`src/rtl/g128kf_pkg.sv`:
```
// Shared constants and types of the Grain-128a key filter unit.
package g128kf_pkg;

    localparam int DEFAULT_MAX_CHECKS  = 4;
    localparam int DEFAULT_OFFSET_BITS = 8;

    localparam int KEY_HALF_W   = 64;
    localparam int IV_LOW_W     = 64;
    localparam int IV_HIGH_W    = 32;
    localparam int REG_LEN      = 128;
    localparam int INIT_ROUNDS  = 256;
    localparam int ROUND_W      = $clog2(INIT_ROUNDS);
    localparam int CFG_INDEX_W  = 3;
    localparam int CFG_DATA_W   = 64;
    localparam int CFG_COUNT_W  = 3;
    localparam int CHECK_W      = 16;
    localparam int CHECK_REGS_MAX = 4;
    localparam int BYTE_W       = 8;

    typedef enum logic [CFG_INDEX_W-1:0] {
        CFG_IV_LOW      = 3'd0,
        CFG_IV_HIGH     = 3'd1,
        CFG_CHECK_COUNT = 3'd2,
        CFG_CHECK_0     = 3'd3,
        CFG_CHECK_1     = 3'd4,
        CFG_CHECK_2     = 3'd5,
        CFG_CHECK_3     = 3'd6
    } cfg_index_t;

    typedef enum logic [3:0] {
        S_IDLE   = 4'b0001,
        S_INIT   = 4'b0010,
        S_STREAM = 4'b0100,
        S_DONE   = 4'b1000
    } state_t;

    // Commands from the controller to the datapath.
    typedef struct packed {
        logic load;
        logic init_step;
        logic stream_step;
        logic byte_end;
        logic capture;
    } dp_cmd_t;

endpackage

```
`src/rtl/g128kf_if.sv`:
```
// Channel interfaces: key input, result output and configuration write.
interface g128kf_key_if;
    import g128kf_pkg::*;
    logic                  valid;
    logic                  ready;
    logic [KEY_HALF_W-1:0] key_low;
    logic [KEY_HALF_W-1:0] key_high;
    modport source (output valid, output key_low, output key_high, input ready);
    modport sink (input valid, input key_low, input key_high, output ready);
endinterface

interface g128kf_result_if;
    logic valid;
    logic ready;
    logic key_passes;
    modport source (output valid, output key_passes, input ready);
    modport sink (input valid, input key_passes, output ready);
endinterface

interface g128kf_cfg_if;
    import g128kf_pkg::*;
    logic                   valid;
    logic                   ready;
    logic [CFG_INDEX_W-1:0] index;
    logic [CFG_DATA_W-1:0]  data;
    modport source (output valid, output index, output data, input ready);
    modport sink (input valid, input index, input data, output ready);
endinterface

```
`src/rtl/g128kf_ctrl.sv`:
```
// Sequencer: load, initialization rounds, keystream bytes and result hand-off.
module g128kf_ctrl
    import g128kf_pkg::*;
#(
    parameter int OFFSET_BITS = DEFAULT_OFFSET_BITS
)
(
    input  logic                   clk,
    input  logic                   rst_n,
    input  logic                   in_valid,
    output logic                   in_ready,
    output logic                   out_valid,
    input  logic                   out_ready,
    output dp_cmd_t                cmd,
    output logic [OFFSET_BITS-1:0] byte_offset
);

    localparam int STREAM_W = OFFSET_BITS + 3;

    state_t               state_reg, state_next;
    logic [ROUND_W-1:0]   round_reg, round_next;
    logic [STREAM_W-1:0]  stream_reg, stream_next;
    logic                 out_valid_reg, out_valid_next;
    logic                 slot_free;

    assign slot_free   = !out_valid_reg || out_ready;
    assign in_ready    = (state_reg == S_IDLE);
    assign out_valid   = out_valid_reg;
    assign byte_offset = stream_reg[STREAM_W-1:3];

    always_comb
    begin
        state_next      = state_reg;
        round_next      = round_reg;
        stream_next     = stream_reg;
        out_valid_next  = out_valid_reg;
        cmd             = '0;
        if (out_valid_reg && out_ready)
        begin
            out_valid_next = 1'b0;
        end
        case (state_reg)
            S_IDLE:
            begin
                if (in_valid)
                begin
                    cmd.load   = 1'b1;
                    round_next = '0;
                    state_next = S_INIT;
                end
            end
            S_INIT:
            begin
                cmd.init_step = 1'b1;
                round_next    = round_reg + 1'b1;
                if (round_reg == {ROUND_W{1'b1}})
                begin
                    stream_next = '0;
                    state_next  = S_STREAM;
                end
            end
            S_STREAM:
            begin
                cmd.stream_step = 1'b1;
                cmd.byte_end    = (stream_reg[2:0] == 3'b111);
                stream_next     = stream_reg + 1'b1;
                if (stream_reg == {STREAM_W{1'b1}})
                begin
                    state_next = S_DONE;
                end
            end
            S_DONE:
            begin
                // The result register frees up in the same cycle it is read.
                if (slot_free)
                begin
                    cmd.capture    = 1'b1;
                    out_valid_next = 1'b1;
                    state_next     = S_IDLE;
                end
            end
            default:
            begin
                state_next = S_IDLE;
            end
        endcase
    end

    always_ff @(posedge clk or negedge rst_n)
    begin
        if (!rst_n)
        begin
            state_reg     <= S_IDLE;
            round_reg     <= '0;
            stream_reg    <= '0;
            out_valid_reg <= 1'b0;
        end
        else
        begin
            state_reg     <= state_next;
            round_reg     <= round_next;
            stream_reg    <= stream_next;
            out_valid_reg <= out_valid_next;
        end
    end

endmodule

```
`src/rtl/g128kf_datapath.sv`:
```
// Cipher state, configuration registers, keystream byte checks and result.
module g128kf_datapath
    import g128kf_pkg::*;
#(
    parameter int MAX_CHECKS  = DEFAULT_MAX_CHECKS,
    parameter int OFFSET_BITS = DEFAULT_OFFSET_BITS
)
(
    input  logic                   clk,
    input  logic                   rst_n,
    input  dp_cmd_t                cmd,
    input  logic [OFFSET_BITS-1:0] byte_offset,
    input  logic [KEY_HALF_W-1:0]  key_low,
    input  logic [KEY_HALF_W-1:0]  key_high,
    input  logic                   cfg_write,
    input  logic [CFG_INDEX_W-1:0] cfg_index,
    input  logic [CFG_DATA_W-1:0]  cfg_data,
    output logic                   key_passes
);

    localparam int NUM_CHECK_REGS = (MAX_CHECKS < CHECK_REGS_MAX) ? MAX_CHECKS : CHECK_REGS_MAX;
    localparam int CHK_IDX_W      = $clog2(MAX_CHECKS + 1);
    localparam int CMP_W          = 5;

    logic [IV_LOW_W-1:0]    iv_low_reg;
    logic [IV_HIGH_W-1:0]   iv_high_reg;
    logic [CFG_COUNT_W-1:0] count_reg;
    logic [CHECK_W-1:0]     check_reg [NUM_CHECK_REGS];
    logic [CHECK_W-1:0]     check_sel [MAX_CHECKS];

    logic [REG_LEN-1:0]   nfsr_reg, nfsr_next;
    logic [REG_LEN-1:0]   lfsr_reg, lfsr_next;
    logic [BYTE_W-1:0]    byte_shift_reg, byte_shift_next;
    logic [CHK_IDX_W-1:0] check_index_reg, check_index_next;
    logic                 mismatch_reg, mismatch_next;
    logic                 result_reg;

    logic                 z, lf, nf, feed;
    logic [BYTE_W-1:0]    new_byte;
    logic [CHECK_W-1:0]   cur_check;
    logic [OFFSET_BITS+BYTE_W-1:0] offset_ext;
    logic [OFFSET_BITS-1:0] check_offset;
    logic [CMP_W-1:0]     count_ext, count_lim, count_eff, index_ext;
    logic                 pending;

    // Configuration registers; writes to unknown indexes fall through.
    always_ff @(posedge clk or negedge rst_n)
    begin
        if (!rst_n)
        begin
            iv_low_reg  <= '0;
            iv_high_reg <= '0;
            count_reg   <= '0;
        end
        else if (cfg_write)
        begin
            if (cfg_index == CFG_IV_LOW)
            begin
                iv_low_reg <= cfg_data;
            end
            if (cfg_index == CFG_IV_HIGH)
            begin
                iv_high_reg <= cfg_data[IV_HIGH_W-1:0];
            end
            if (cfg_index == CFG_CHECK_COUNT)
            begin
                count_reg <= cfg_data[CFG_COUNT_W-1:0];
            end
        end
    end

    for (genvar g = 0; g < NUM_CHECK_REGS; g++)
    begin : g_check
        always_ff @(posedge clk or negedge rst_n)
        begin
            if (!rst_n)
            begin
                check_reg[g] <= '0;
            end
            else if (cfg_write && (cfg_index == CFG_INDEX_W'(int'(CFG_CHECK_0) + g)))
            begin
                check_reg[g] <= cfg_data[CHECK_W-1:0];
            end
        end
    end

    // Checks beyond the writable registers keep their reset value of zero.
    for (genvar g = 0; g < MAX_CHECKS; g++)
    begin : g_sel
        if (g < NUM_CHECK_REGS)
        begin : g_real
            assign check_sel[g] = check_reg[g];
        end
        else
        begin : g_zero
            assign check_sel[g] = '0;
        end
    end

    always_comb
    begin
        cur_check = '0;
        for (int i = 0; i < MAX_CHECKS; i++)
        begin
            if (check_index_reg == CHK_IDX_W'(i))
            begin
                cur_check = check_sel[i];
            end
        end
    end

    assign offset_ext   = {{OFFSET_BITS{1'b0}}, cur_check[CHECK_W-1:BYTE_W]};
    assign check_offset = offset_ext[OFFSET_BITS-1:0];
    assign count_ext    = CMP_W'(count_reg);
    assign count_lim    = CMP_W'(MAX_CHECKS);
    assign count_eff    = (count_ext > count_lim) ? count_lim : count_ext;
    assign index_ext    = CMP_W'(check_index_reg);
    assign pending      = (index_ext < count_eff);

    // Pre-output and feedback functions of Grain-128a.
    always_comb
    begin
        z = (nfsr_reg[12] & lfsr_reg[8]) ^ (lfsr_reg[13] & lfsr_reg[20])
          ^ (nfsr_reg[95] & lfsr_reg[42]) ^ (lfsr_reg[60] & lfsr_reg[79])
          ^ (nfsr_reg[12] & nfsr_reg[95] & lfsr_reg[94])
          ^ lfsr_reg[93] ^ nfsr_reg[2] ^ nfsr_reg[15] ^ nfsr_reg[36] ^ nfsr_reg[45]
          ^ nfsr_reg[64] ^ nfsr_reg[73] ^ nfsr_reg[89];
        lf = lfsr_reg[0] ^ lfsr_reg[7] ^ lfsr_reg[38] ^ lfsr_reg[70]
           ^ lfsr_reg[81] ^ lfsr_reg[96];
        nf = lfsr_reg[0] ^ nfsr_reg[0] ^ nfsr_reg[26] ^ nfsr_reg[56] ^ nfsr_reg[91]
           ^ nfsr_reg[96]
           ^ (nfsr_reg[3] & nfsr_reg[67]) ^ (nfsr_reg[11] & nfsr_reg[13])
           ^ (nfsr_reg[17] & nfsr_reg[18]) ^ (nfsr_reg[27] & nfsr_reg[59])
           ^ (nfsr_reg[40] & nfsr_reg[48]) ^ (nfsr_reg[61] & nfsr_reg[65])
           ^ (nfsr_reg[68] & nfsr_reg[84])
           ^ (nfsr_reg[22] & nfsr_reg[24] & nfsr_reg[25])
           ^ (nfsr_reg[70] & nfsr_reg[78] & nfsr_reg[82])
           ^ (nfsr_reg[88] & nfsr_reg[92] & nfsr_reg[93] & nfsr_reg[95]);
    end

    // During initialization the pre-output is fed back into both registers.
    assign feed     = cmd.init_step & z;
    assign new_byte = {byte_shift_reg[BYTE_W-2:0], z};

    always_comb
    begin
        nfsr_next        = nfsr_reg;
        lfsr_next        = lfsr_reg;
        byte_shift_next  = byte_shift_reg;
        check_index_next = check_index_reg;
        mismatch_next    = mismatch_reg;
        if (cmd.load)
        begin
            nfsr_next        = {key_high, key_low};
            lfsr_next        = {1'b0, {31{1'b1}}, iv_high_reg, iv_low_reg};
            byte_shift_next  = '0;
            check_index_next = '0;
            mismatch_next    = 1'b0;
        end
        else if (cmd.init_step || cmd.stream_step)
        begin
            nfsr_next = {nf ^ feed, nfsr_reg[REG_LEN-1:1]};
            lfsr_next = {lf ^ feed, lfsr_reg[REG_LEN-1:1]};
        end
        if (cmd.stream_step)
        begin
            byte_shift_next = new_byte;
            if (cmd.byte_end && pending && (check_offset == byte_offset))
            begin
                if (cur_check[BYTE_W-1:0] != new_byte)
                begin
                    mismatch_next = 1'b1;
                end
                check_index_next = check_index_reg + 1'b1;
            end
        end
    end

    always_ff @(posedge clk)
    begin
        nfsr_reg <= nfsr_next;
        lfsr_reg <= lfsr_next;
        if (cmd.capture)
        begin
            result_reg <= !mismatch_reg;
        end
    end

    always_ff @(posedge clk or negedge rst_n)
    begin
        if (!rst_n)
        begin
            byte_shift_reg  <= '0;
            check_index_reg <= '0;
            mismatch_reg    <= 1'b0;
        end
        else
        begin
            byte_shift_reg  <= byte_shift_next;
            check_index_reg <= check_index_next;
            mismatch_reg    <= mismatch_next;
        end
    end

    assign key_passes = result_reg;

endmodule

```
`src/rtl/grain128a_key_filter_unit.sv`:
```
// Top level of the Grain-128a candidate key filter.
//
//  channel      dir  payload                       handshake
//  key_in       in   key_low[63:0], key_high[63:0] valid/ready
//  result_out   out  key_passes                    valid/ready
//  cfg          in   index[2:0], data[63:0]        valid/ready (ready always high)
//
// One key goes through a load, the initialization rounds and the keystream bits of
// 2**OFFSET_BITS bytes, one cipher clock per cycle, then the result hand-off.
// Reset clears the sequencer, the configuration registers and the result valid.
// A stalled result holds in its register while the next key is taken; a key
// that finishes while the previous word still waits holds until that word goes.
module grain128a_key_filter_unit
    import g128kf_pkg::*;
#(
    parameter int MAX_CHECKS  = DEFAULT_MAX_CHECKS,
    parameter int OFFSET_BITS = DEFAULT_OFFSET_BITS
)
(
    input logic              clk,
    input logic              rst_n,
    g128kf_key_if.sink       key_in,
    g128kf_result_if.source  result_out,
    g128kf_cfg_if.sink       cfg
);

    dp_cmd_t                cmd;
    logic [OFFSET_BITS-1:0] byte_offset;

    assign cfg.ready = 1'b1;

    g128kf_ctrl #(
        .OFFSET_BITS (OFFSET_BITS)
    ) u_ctrl (
        .clk         (clk),
        .rst_n       (rst_n),
        .in_valid    (key_in.valid),
        .in_ready    (key_in.ready),
        .out_valid   (result_out.valid),
        .out_ready   (result_out.ready),
        .cmd         (cmd),
        .byte_offset (byte_offset)
    );

    g128kf_datapath #(
        .MAX_CHECKS  (MAX_CHECKS),
        .OFFSET_BITS (OFFSET_BITS)
    ) u_datapath (
        .clk         (clk),
        .rst_n       (rst_n),
        .cmd         (cmd),
        .byte_offset (byte_offset),
        .key_low     (key_in.key_low),
        .key_high    (key_in.key_high),
        .cfg_write   (cfg.valid),
        .cfg_index   (cfg.index),
        .cfg_data    (cfg.data),
        .key_passes  (result_out.key_passes)
    );

endmodule

```
`src/flat_wrapper.sv`:
```
// flat-port wrapper written by rule: the top's interface ports become plain ports
module grain128a_key_filter_unit_flat import g128kf_pkg::*;
#(
    parameter int MAX_CHECKS  = DEFAULT_MAX_CHECKS,
    parameter int OFFSET_BITS = DEFAULT_OFFSET_BITS
)
  (clk, rst_n, key_in_valid, key_in_key_low, key_in_key_high, key_in_ready, result_out_valid, result_out_key_passes, result_out_ready, cfg_valid, cfg_index, cfg_data, cfg_ready);
  g128kf_key_if key_in_i ();
  g128kf_result_if result_out_i ();
  g128kf_cfg_if cfg_i ();
  input logic clk;
  input logic rst_n;
  input wire logic [$bits(key_in_i.valid)-1:0] key_in_valid;
  input wire logic [$bits(key_in_i.key_low)-1:0] key_in_key_low;
  input wire logic [$bits(key_in_i.key_high)-1:0] key_in_key_high;
  output wire logic [$bits(key_in_i.ready)-1:0] key_in_ready;
  output wire logic [$bits(result_out_i.valid)-1:0] result_out_valid;
  output wire logic [$bits(result_out_i.key_passes)-1:0] result_out_key_passes;
  input wire logic [$bits(result_out_i.ready)-1:0] result_out_ready;
  input wire logic [$bits(cfg_i.valid)-1:0] cfg_valid;
  input wire logic [$bits(cfg_i.index)-1:0] cfg_index;
  input wire logic [$bits(cfg_i.data)-1:0] cfg_data;
  output wire logic [$bits(cfg_i.ready)-1:0] cfg_ready;
  assign key_in_i.valid = key_in_valid;
  assign key_in_i.key_low = key_in_key_low;
  assign key_in_i.key_high = key_in_key_high;
  assign key_in_ready = key_in_i.ready;
  assign result_out_valid = result_out_i.valid;
  assign result_out_key_passes = result_out_i.key_passes;
  assign result_out_i.ready = result_out_ready;
  assign cfg_i.valid = cfg_valid;
  assign cfg_i.index = cfg_index;
  assign cfg_i.data = cfg_data;
  assign cfg_ready = cfg_i.ready;
  grain128a_key_filter_unit #(.MAX_CHECKS(MAX_CHECKS), .OFFSET_BITS(OFFSET_BITS)) u_core (.clk(clk), .rst_n(rst_n), .key_in(key_in_i), .result_out(result_out_i), .cfg(cfg_i));
endmodule
```
`config.mk`:
```
export PLATFORM = sky130hd
export DESIGN_NAME = grain128a_key_filter_unit_flat
export DESIGN_NICKNAME = d
export VERILOG_FILES = /design/src/rtl/g128kf_pkg.sv /design/src/rtl/g128kf_if.sv /design/src/rtl/g128kf_ctrl.sv /design/src/rtl/g128kf_datapath.sv /design/src/rtl/grain128a_key_filter_unit.sv /design/src/flat_wrapper.sv
export SDC_FILE = /design/constraint.sdc
export NUM_CORES = 1
export LEC_CHECK = 0
export ABC_AREA = 0
export BUFFER_PORTS_ARGS = -buffer_cell sky130_fd_sc_hd__buf_2
export CAP_MARGIN = 25
export CORE_ASPECT_RATIO = 0.5
export CORE_MARGIN = 2
export CORE_UTILIZATION = 40
export DETAILED_ROUTE_END_ITERATION = 10
export SETUP_SLACK_MARGIN = 0.15
export SYNTH_ARGS = -nofsm -noshare
export SYNTH_HDL_FRONTEND = slang
export SYNTH_SLANG_ARGS = --single-unit
```
`constraint.sdc`:
```
create_clock -name clk -period 7.6 [get_ports clk]
set_input_delay 1.52 -clock clk [delete_from_list [all_inputs] [get_ports clk]]
set_output_delay 1.52 -clock clk [all_outputs]
set_load 0.02 [all_outputs]
```
---- After elaboration in Yosys (flattened, before gate mapping) ----
Index checks and enable logic that the tools add are counted.
storage, ports and cells
  flip-flop bits (word level) ............. 455
  bits in latches ......................... 0
  bits in writable memories ............... 0
  ROM bits ................................ 0
  input bits .............................. 200
  output and inout port bits .............. 4
  word-level logic and storage cells ...... 159
  memories kept ........................... 0
cells by class
  add/subtract/negate cells ............... 3
  $mul .................................... 0
  div/mod/pow operators ................... 0
  magnitude comparators ................... 2
  eq/ne operators ......................... 22
  shift operators ......................... 0
  muxes and demuxes ....................... 36
  bitwise operators ....................... 55
  reductions and logical operators ........ 23
operators by type and width
  kind                                                              count
  128-bit two-way mux                                               2
  96-bit two-way mux                                                2
  16-bit two-way mux                                                4
  1-bit bitwise XOR                                                 34
  11-bit case mux with 2 select lines                               1
  1-bit AND                                                         21
  4-bit two-way mux                                                 4
  4-bit case mux with 4 select lines                                1
  8-bit case mux with 2 select lines                                1
  7-bit two-way mux                                                 2
  3-bit by 2-bit == test with 1-bit output (second input constant)  4
  3-bit == test (second input constant)                             4
  1-bit two-way mux                                                 12
  3-bit two-way mux                                                 4
  11-bit by 1-bit adder with 11-bit output (second input constant)  1
  11-bit == test (second input constant)                            1
  11-bit two-way mux                                                1
  2-bit AND reduction                                               5
  8-bit by 1-bit adder with 8-bit output (second input constant)    1
  8-bit == test                                                     1
  8-bit == test (second input constant)                             1
  8-bit two-way mux                                                 1
  2-bit != test (second input constant)                             4
  8-bit != test                                                     1
  other kinds (15)                                                  28

---- Longest topological paths before layout ----
Gate-level depths: netlist of run 1.
  depth after elaboration ................. 18
  gate-level depth with buffers ........... 11
  depth with buffers taken out ............ 9

---- Modules after synthesis ----
A second synthesis of run 1 with hierarchy kept.
unflattened totals
  cell total of the unflattened synthesis .. 1302
  area total of the unflattened synthesis .. 19650.1 µm²
by module, submodules not included
  module                     instances  cells each  area each (µm²)  sequential area each (µm²)
  g128kf_datapath            1          1162        18372.6          11751.3
  g128kf_ctrl                1          138         1266.2           601.8
  grain128a_key_filter_unit  1          2           11.3             0.0

---- Worst setup path after synthesis of run 1 ----
OpenSTA, ideal clock, no wires.
  path type ............................... input-to-reg
  start point ............................. in key_in_valid
  end point ............................... reg u_core.u_datapath.lfsr_reg[0], enable pin
  setup time .............................. 1.739 ns
  arrival time ............................ 6.082 ns
  required time ........................... 5.861 ns
  path slack .............................. -0.221 ns
  cell stages on the path ................. 5
  buffers on the path ..................... 3
  path through ............................ nand2_1 > clkbuf_1 > clkbuf_1 > clkbuf_1 > nand2_1
on the way
  longest elaborated chain between the ends .. 3
ends and longest elaborated chain
  what                                 line                    text
  from (decl)                          flat_wrapper.sv:13      input wire logic [$bits(key_in_i.valid)-1:0] key_in_valid;
  1-bit two-way mux                    g128kf_ctrl.sv:45       if (in_valid)
  1-bit two-way mux                    g128kf_ctrl.sv:42       case (state_reg)
  2-bit nonzero test (no source line)  --
  to (signal assigned)                 g128kf_datapath.sv:182  lfsr_reg <= lfsr_next;
  to (decl)                            g128kf_datapath.sv:32   logic [REG_LEN-1:0] lfsr_reg, lfsr_next;
Every way passes these cells.
A chain may end at the register's enable or synchronous reset.

---- Worst setup path after layout of run 1 ----
  start point ............................. reg u_core.u_datapath.check_index_reg[1]
  end point ............................... reg u_core.u_datapath.check_index_reg[1]
on the way
  longest elaborated chain between the ends .. 9
  elaborated cells between the ends (all ways) .. 16
  those cells by class .................... add/sub (1); order compare (1); eq/ne (4); mux (7); reduce/logical (3)
ends and longest elaborated chain
  what                                       line                    text
  from (decl)                                g128kf_datapath.sv:34   logic [CHK_IDX_W-1:0] check_index_reg, check_index_next;
  from (signal assigned)                     g128kf_datapath.sv:200  check_index_reg <= check_index_next;
  3-bit zero test                            g128kf_datapath.sv:105  if (check_index_reg == CHK_IDX_W'(i))
  16-bit two-way mux (4 in series)           g128kf_datapath.sv:105
  8-bit == test                              g128kf_datapath.sv:168  if (cmd.byte_end && pending && (check_offset == byte_offset))
  1-bit logical AND                          g128kf_datapath.sv:168
  3-bit two-way mux                          g128kf_datapath.sv:168
  3-bit two-way mux (*)                      g128kf_datapath.sv:165  if (cmd.stream_step)
  net u_core.u_datapath.check_index_next[1]  g128kf_datapath.sv:34
Mark *: on every way through the listed nets, which the timed path passes. The rest lies on a longest branch.

==> summary.txt, run 1 <==
Global route
  • Global-route wire length before repair: 68700 um
  • Total gr overflow: 0
  • Vias in the first global route: 12.7k
  • Largest net degree at the start of global routing: 220
  • Antenna violations before repair: 2
  • GRT Resource Usage Total: 0.169

Route
  • Vias/cell: 4.91
  • WL final: 43300 um
  • Post-DR wirelength/cell: approximately 16 um
  • Detailed-route DRC error count: 0
  • DR vias: roughly 13k
  • Antenna viol nets, final: 0
  • Initial DRC Count: 965
  • Router iterations before antenna repair: 5

Yosys
  • Synth Register Bits: approximately 460
  • Post-synthesis cell area: roughly 0.02 mm^2
  • Synth cell types: 52
  • Synth Instances: 1794
  • Area contributors post-synth: edfxtp_1, dfrtp_1, nand2_1
  • Synth Warn #: 0
  • Synth Net Count: 2004
  • Count leader, synth: nand2_1
  • FFs w/ async S/R, synth: 0.435
  • Syn avg cell area: 10.9 um^2
  • Count of flip-flops with a built-in enable after synthesis: 225
  • Top cells by count, synth: nand2_1, edfxtp_1, dfrtp_1
  • Area leader, netlist: edfxtp_1
  • Top cell type's share of synthesized area: 0.347
  • Ys flop type: edfxtp_1
  • Sequential area share after synthesis: 0.634

Layout
  • Area grow syn2layout: 16.4%
  • Sequential cell area: 0.0124 mm^2
  • Final core occ: 0.470
  • Nets: 2177
  • Share of layout cells above drive strength 1: 0.230
  • Multi-input gate area: 0.00679 mm^2
  • Fillers: 4513
  • Final Instance Count excl. Fillers: around 2.7k

Power
  • Maximum vdd drop: approximately 0.00012 V
  • PD cells: 268 mW/mm^2
  • P_leak: 0.0102 uW

STA
  • Setup TNS: 0 ns
  • Final setup margin: 4.02 ns
  • Rel. slew slack: 0.345
  • Count of final setup violators: 0
  • RSZ-0062 raised after global routing: no
  • Post-layout min period: 3.58 ns
  • Clock skew: roughly 0.030 ns
  • Final clock period utilization by the worst path: 0.471
  • Tightest Pin Transition: 0.979 ns
  • Hold Vio Cnt, Final: 0
  • Fmax: 279 MHz
  • Hold WS: 0.457 ns
  • Pins Over Slew Limit: 0

Setup path
  • Slowest cell delay on critical path: between 0.6 and 0.7 ns
  • Worst R2R Start: u_core.u_datapath.check_index_reg[1]$_DFF_PN0_
  • Crit-path max FO: 18
  • FF-to-FF setup slack: 4.02 ns
  • R2r worst-path depth: 10
  • CP cell instances: inv_1 > ha_1 > nor2b_1 > buf_4 > a221oi_1 > mux2i_1 > or4_1 > nor4_2 > nand2_1 > mux2_4
  • Worst EP arrival: 4.02 ns
  • Crit end category: register
  • Crit path from: u_core.u_datapath.check_index_reg[1]$_DFF_PN0_
  • CP Capture Point: u_core.u_datapath.check_index_reg[1]$_DFF_PN0_
  • Req. time, crit path: 8.05 ns
  • FF-to-FF End: u_core.u_datapath.check_index_reg[1]$_DFF_PN0_
  • Slowest CP cell: ha_1
  • CP Class: register to register
  • Crit path launch type: register

Floorplan
  • Chip height: 160 um
  • Die ar.: 0.0506 mm^2
  • Core footprint: between 0.04 and 0.05 mm^2
  • Die width: 316 um
  • Row count: 57
  • Ports: a little over 200
  • Initial core utilization: 0.403

CTS
  • H-tree depth: 2
  • Post-CTS setup buffer count: 0
  • Clk slew on worst S/H paths: 0.06 ns
  • Hold_buf cts: 0
  • Later-pin clock latency in the skew report: 0.56 ns
  • Max Root-Sink Buffers: 3
  • Cts bufs inserted: 43
  • Root Buffer: clkbuf_16
  • CTS sink cnt: 455
  • TritonCTS clock tree: yes
  • Post-cts sizing count: 0

Min path
  • Worst Hold Depth: 2
  • HP Class: register to register

Place
  • Final Wtd Congestion: 0.790
  • HPWL Detailed: 26800 um
  • Port bufs: 202
  • Pre-CTS WS: 3.80 ns
  • DP Cell Count: approximately 2.6k

Outcome
  • Outcome: finished clean

Run
  • Max-cap viol count: 0
-- stage by stage --
stage | cell area (um^2) | total power [uW]
global route | 22700 | 6360
floorplan | 19500 | 3620
global placement | 21200 | 3850
CTS | 22700 | 6150
detailed placement | 21200 | 3890
finish | 22700 | 6080
-- layer usage --
metal,up-vias,part of all wire,track usage
li1,6368,-,-
met1,6412,0.48,0.239
met2,181,0.47,0.277
met3,53,0.037,0.0271
met4,0,0.013,0.0330
met5,-,0,0
-- critical path, delay by kind of cell (launching register included) --
kind	cells	cell delay [ns]
AO/OA/AOI/OAI	1	0.33
buffers and inverters	2	0.38
flip-flops	1	0.41
adder cells (fa/ha/maj)	1	0.66
AND/OR/NAND/NOR	4	1.20
multiplexers	2	0.47
-- how the worst min path moves through the flow --
stage                                                 startpoint                                           end  slack (ns)
floorplan           u_core.u_datapath.lfsr_reg[127]$_SDFFE_PP0P_  u_core.u_datapath.lfsr_reg[127]$_SDFFE_PP0P_        0.43
global placement    u_core.u_datapath.lfsr_reg[127]$_SDFFE_PP0P_  u_core.u_datapath.lfsr_reg[127]$_SDFFE_PP0P_        0.44
detailed placement  u_core.u_datapath.lfsr_reg[123]$_SDFFE_PP1P_  u_core.u_datapath.lfsr_reg[122]$_SDFFE_PP1P_        0.45
CTS                 u_core.u_datapath.lfsr_reg[107]$_SDFFE_PP1P_  u_core.u_datapath.lfsr_reg[106]$_SDFFE_PP1P_        0.46
global route        u_core.u_datapath.lfsr_reg[107]$_SDFFE_PP1P_  u_core.u_datapath.lfsr_reg[106]$_SDFFE_PP1P_        0.48
finish              u_core.u_datapath.lfsr_reg[107]$_SDFFE_PP1P_  u_core.u_datapath.lfsr_reg[106]$_SDFFE_PP1P_        0.46
-- report_power, final --
group	total (uW)	leakage, uW	internal (uW)	switching [uW]
Clock	2250	0.000725	1310	932
Combinational	669	0.00443	351	317
Sequential	3160	0.00508	2990	176
Total	6080	0.0102	4650	1430
-- logic make-up (layout without fill, tap and decap cells) --
group,count (synthesis),count (layout),synth area share
multiplexers,168,168,0.0970
other,1,2,0.000192
buffers and inverters,102,309,0.0203
AND/OR/NAND/NOR,927,927,0.191
XOR/XNOR,50,50,0.0232
flip-flops,455,455,0.634
adder cells (fa/ha/maj),10,10,0.00642
AO/OA/AOI/OAI,81,81,0.0277
-- cells in the final DEF, fill, tap and decap left out, drive strengths merged, types with 2 or more instances in the layout --
master | Yosys | layout
edfxtp | 225 | 225
nand3b | 2 | 2
a21oi | 12 | 12
o22ai | 2 | 2
clkbuf | 89 | 58
nor3b | 2 | 2
or4 | 3 | 3
nor2b | 7 | 7
or3b | 2 | 2
a22oi | 3 | 3
nand4 | 3 | 3
a32oi | 11 | 11
nand4b | 3 | 3
bufinv | 0 | 6
nand3 | 47 | 47
clkinv | 0 | 15
dfrtp | 197 | 197
a221o | 11 | 11
a31oi | 4 | 4
o21ai | 31 | 31
xnor2 | 36 | 36
and3 | 4 | 4
xor2 | 13 | 13
or4b | 2 | 2
buf | 3 | 219
a221oi | 4 | 4
mux2i | 5 | 5
nand2b | 16 | 16
ha | 10 | 10
nand2 | 802 | 802
mux2 | 163 | 163
nor4 | 3 | 3
nor2 | 18 | 18
dfxtp | 32 | 32
nor3 | 8 | 8
inv | 10 | 11
-- final cells by class --
class | count | share of cell area
flip-flops and latches | 455 | 0.545
multi-input cells | 1237 | 0.300
repair buffers | 220 | 0.0538
clock buffers | 57 | 0.0525
well taps | 649 | 0.0358
clock inverters | 22 | 0.0121
inverters | 10 | 0.00165
diodes | 1 | 0.000110
No activity file was read; power rests on OpenSTA's default activity.
==> run 2: changes to the inputs <==
==> constraint.sdc (replaced) <==
create_clock -name clk -period 3.7 [get_ports clk]
set_input_delay 0.74 -clock clk [delete_from_list [all_inputs] [get_ports clk]]
set_output_delay 0.74 -clock clk [all_outputs]
set_load 0.02 [all_outputs]
==> run 2 against run 1 <==
Against the previous run:
- first-iteration DRC count is 8.1% higher
- cell count is 0.26% higher
- largest cell class unchanged
- critical path depth is 1 lower
- highest routed layer is now met5
==> summary.txt, run 2 (synthesized netlist as in run 1, its figures left out) <==
Outcome
  • Outcome: finished clean (unchanged)

Layout
  • Commonest non-fill, non-tap cells in the layout: nand2_1, edfxtp_1, buf_2 (unchanged)
  • Share of layout cells above drive strength 1: 0.234 (was 0.230)
  • Nets: 2184 (was 2177)
  • Fillers: 4449 (was 4513)
  • Final Instance Count excl. Fillers: 2658 (was 2651)
  • Antenna Diode Count: 0 (was 1)
  • Area grow syn2layout: 16.8% (was 16.4%)
  • Commonest non-fill, non-tap cell in the layout: nand2_1 (unchanged)

Setup path
  • Slowest CP cell: ha_1 (unchanged)
  • Req. time, crit path: 4.16 ns (was 8.05 ns)
  • Worst EP arrival: 3.51 ns (was 4.02 ns)
  • CP Class: register to register (unchanged)
  • Crit path from: u_core.u_datapath.check_index_reg[1]$_DFF_PN0_ (unchanged)
  • Crit-path max FO: 18 (unchanged)
  • Slowest cell delay on critical path: 0.58 ns (was 0.66 ns)
  • Crit end category: register (unchanged)
  • CP cell instances: inv_1 > ha_1 > nor2b_1 > a221oi_1 > mux2i_1 > or4_1 > nor4_2 > nand2_1 > mux2_4 (was inv_1 > ha_1 > nor2b_1 > buf_4 > a221oi_1 > mux2i_1 > or4_1 > nor4_2 > nand2_1 > mux2_4)
  • Worst R2R Start: u_core.u_datapath.check_index_reg[1]$_DFF_PN0_ (unchanged)
  • Crit path launch type: register (unchanged)

CTS
  • Clk slew on worst S/H paths: 0.07 ns (was 0.06 ns)
  • H-tree depth: 2 (unchanged)
  • Cts bufs inserted: 43 (unchanged)
  • Max Root-Sink Buffers: 3 (unchanged)
  • Post-cts sizing count: 0 (unchanged)
  • Root Buffer: clkbuf_16 (unchanged)
  • TritonCTS clock tree: yes (unchanged)
  • Later-pin clock latency in the skew report: 0.57 ns (was 0.56 ns)
  • Hold_buf cts: 0 (unchanged)
  • Post-CTS setup buffer count: 0 (unchanged)
  • CTS sink cnt: 455 (unchanged)

Floorplan
  • Ports: 204 (unchanged)
  • Initial core utilization: 0.403 (unchanged)
  • Core footprint: 0.0483 mm^2 (unchanged)
  • Die width: 316 um (unchanged)
  • Row count: 57 (unchanged)
  • Die ar.: 0.0506 mm^2 (unchanged)
  • Chip height: 160 um (unchanged)

STA
  • Pins Over Slew Limit: 0 (unchanged)
  • Final clock period utilization by the worst path: 0.825 (was 0.471)
  • Rel. slew slack: 0.521 (was 0.345)
  • Clock skew: 0.0192 ns (was 0.0297 ns)
  • Final setup margin: 0.646 ns (was 4.02 ns)
  • Post-layout min period: 3.05 ns (was 3.58 ns)
  • Tightest Pin Transition: 0.719 ns (was 0.979 ns)
  • Fmax: 327 MHz (was 279 MHz)
  • RSZ-0062 raised after global routing: no (unchanged)
  • Setup TNS: 0 ns (unchanged)
  • Hold WS: 0.183 ns (was 0.457 ns)
  • Hold Vio Cnt, Final: 0 (unchanged)
  • Count of final setup violators: 0 (unchanged)

Place
  • Pre-CTS WS: 0.645 ns (was 3.80 ns)
  • Port bufs: 202 (unchanged)
  • DP Cell Count: 2577 (was 2570)
  • Final Wtd Congestion: 0.835 (was 0.790)
  • HPWL Detailed: 27600 um (was 26800 um)

Route
  • Post-DR wirelength/cell: 16.2 um (was 16.3 um)
  • Detailed-route DRC error count: 0 (unchanged)
  • Initial DRC Count: 1043 (was 965)
  • DR vias: 13.0k (about the same)
  • WL final: 43200 um (was 43300 um)
  • Vias/cell: 4.91 (about the same)
  • Router iterations before antenna repair: 5 (unchanged)
  • Antenna viol nets, final: 0 (unchanged)

Global route
  • Antenna violations before repair: 1 (was 2)
  • Global-route wire length before repair: 68300 um (was 68700 um)
  • Largest net degree at the start of global routing: 138 (was 220)
  • Total gr overflow: 0 (unchanged)
  • Vias in the first global route: 12.6k (was 12.7k)
  • GRT Resource Usage Total: 0.169 (about the same)

Min path
  • HP Class: input port to asynchronous set/reset pin (was register to register)

Run
  • Max-cap viol count: 0 (unchanged)

Power
  • Maximum vdd drop: 0.000316 V (was 0.000124 V)
  • P_leak: 0.0103 uW (was 0.0102 uW)
  • PD cells: 547 mW/mm^2 (was 268 mW/mm^2)
  • Final Power: 12500 uW (was 6080 uW)
==> run 2: critical path: cells and delay by family, from the launching register on <==
family | cells | cell delay (ns)
AOI/OAI and AO/OA | 1 | 0.37
adders and majority gates | 1 | 0.58
buffers and inverters | 1 | 0.10
DFF | 1 | 0.41
muxes | 2 | 0.46
and+or+nand+nor | 4 | 1.03
==> run 2: routing by layer <==
layer	up-vias	wire length, um	GRT usage	share of wire
met3	61	1840	0.0282	0.043
met5	-	11	0	0.00025
met2	213	20000	0.266	0.46
met1	6386	20700	0.246	0.48
met4	2	693	0.0364	0.016
li1	6378	-	-	-
==> run 2: worst paths after layout <==
check	to	slack [ns]	cells past startpoint
max	u_core.u_datapath.check_index_reg[1]$_DFF_PN0_	0.65	9
min	u_core.u_datapath.check_reg[43]$_DFFE_PN0P_	0.18	1
max reg2reg	u_core.u_datapath.check_index_reg[1]$_DFF_PN0_	0.65	9
min reg2reg	u_core.u_datapath.lfsr_reg[127]$_SDFFE_PP0P_	0.46	2
max in group asynchronous	u_core.u_datapath.iv_low_reg[32]$_DFFE_PN0P_	2.60	2
min in group clk	u_core.u_datapath.iv_low_reg[53]$_DFFE_PN0P_	0.40	2
==> run 2: stage by stage <==
stage                util  area, um^2
floorplan               -       19500
global placement    0.441       21300
detailed placement  0.441       21300
CTS                 0.471       22700
global route        0.471       22800
finish              0.471       22800
==> run 2: area by class of cell <==
| cell class | count | area (um^2) | share of cell area |
|---|---|---|---|
| inverters | 10 | 37.5 | 0.00165 |
| repair buffers | 227 | 1320 | 0.0578 |
| well taps | 649 | 812 | 0.0357 |
| flip-flops and latches | 455 | 12400 | 0.543 |
| clock buffers | 61 | 1220 | 0.0538 |
| multi-input cells | 1237 | 6790 | 0.298 |
| clock inverters | 19 | 226 | 0.00995 |
==> run 2: power breakdown <==
group / leakage [uW] / switching [uW] / internal (uW) / total [uW]
logic: 0.00447 / 637 / 724 / 1360
clock network: 0.000703 / 1990 / 2560 / 4550
registers: 0.00508 / 407 / 6140 / 6550
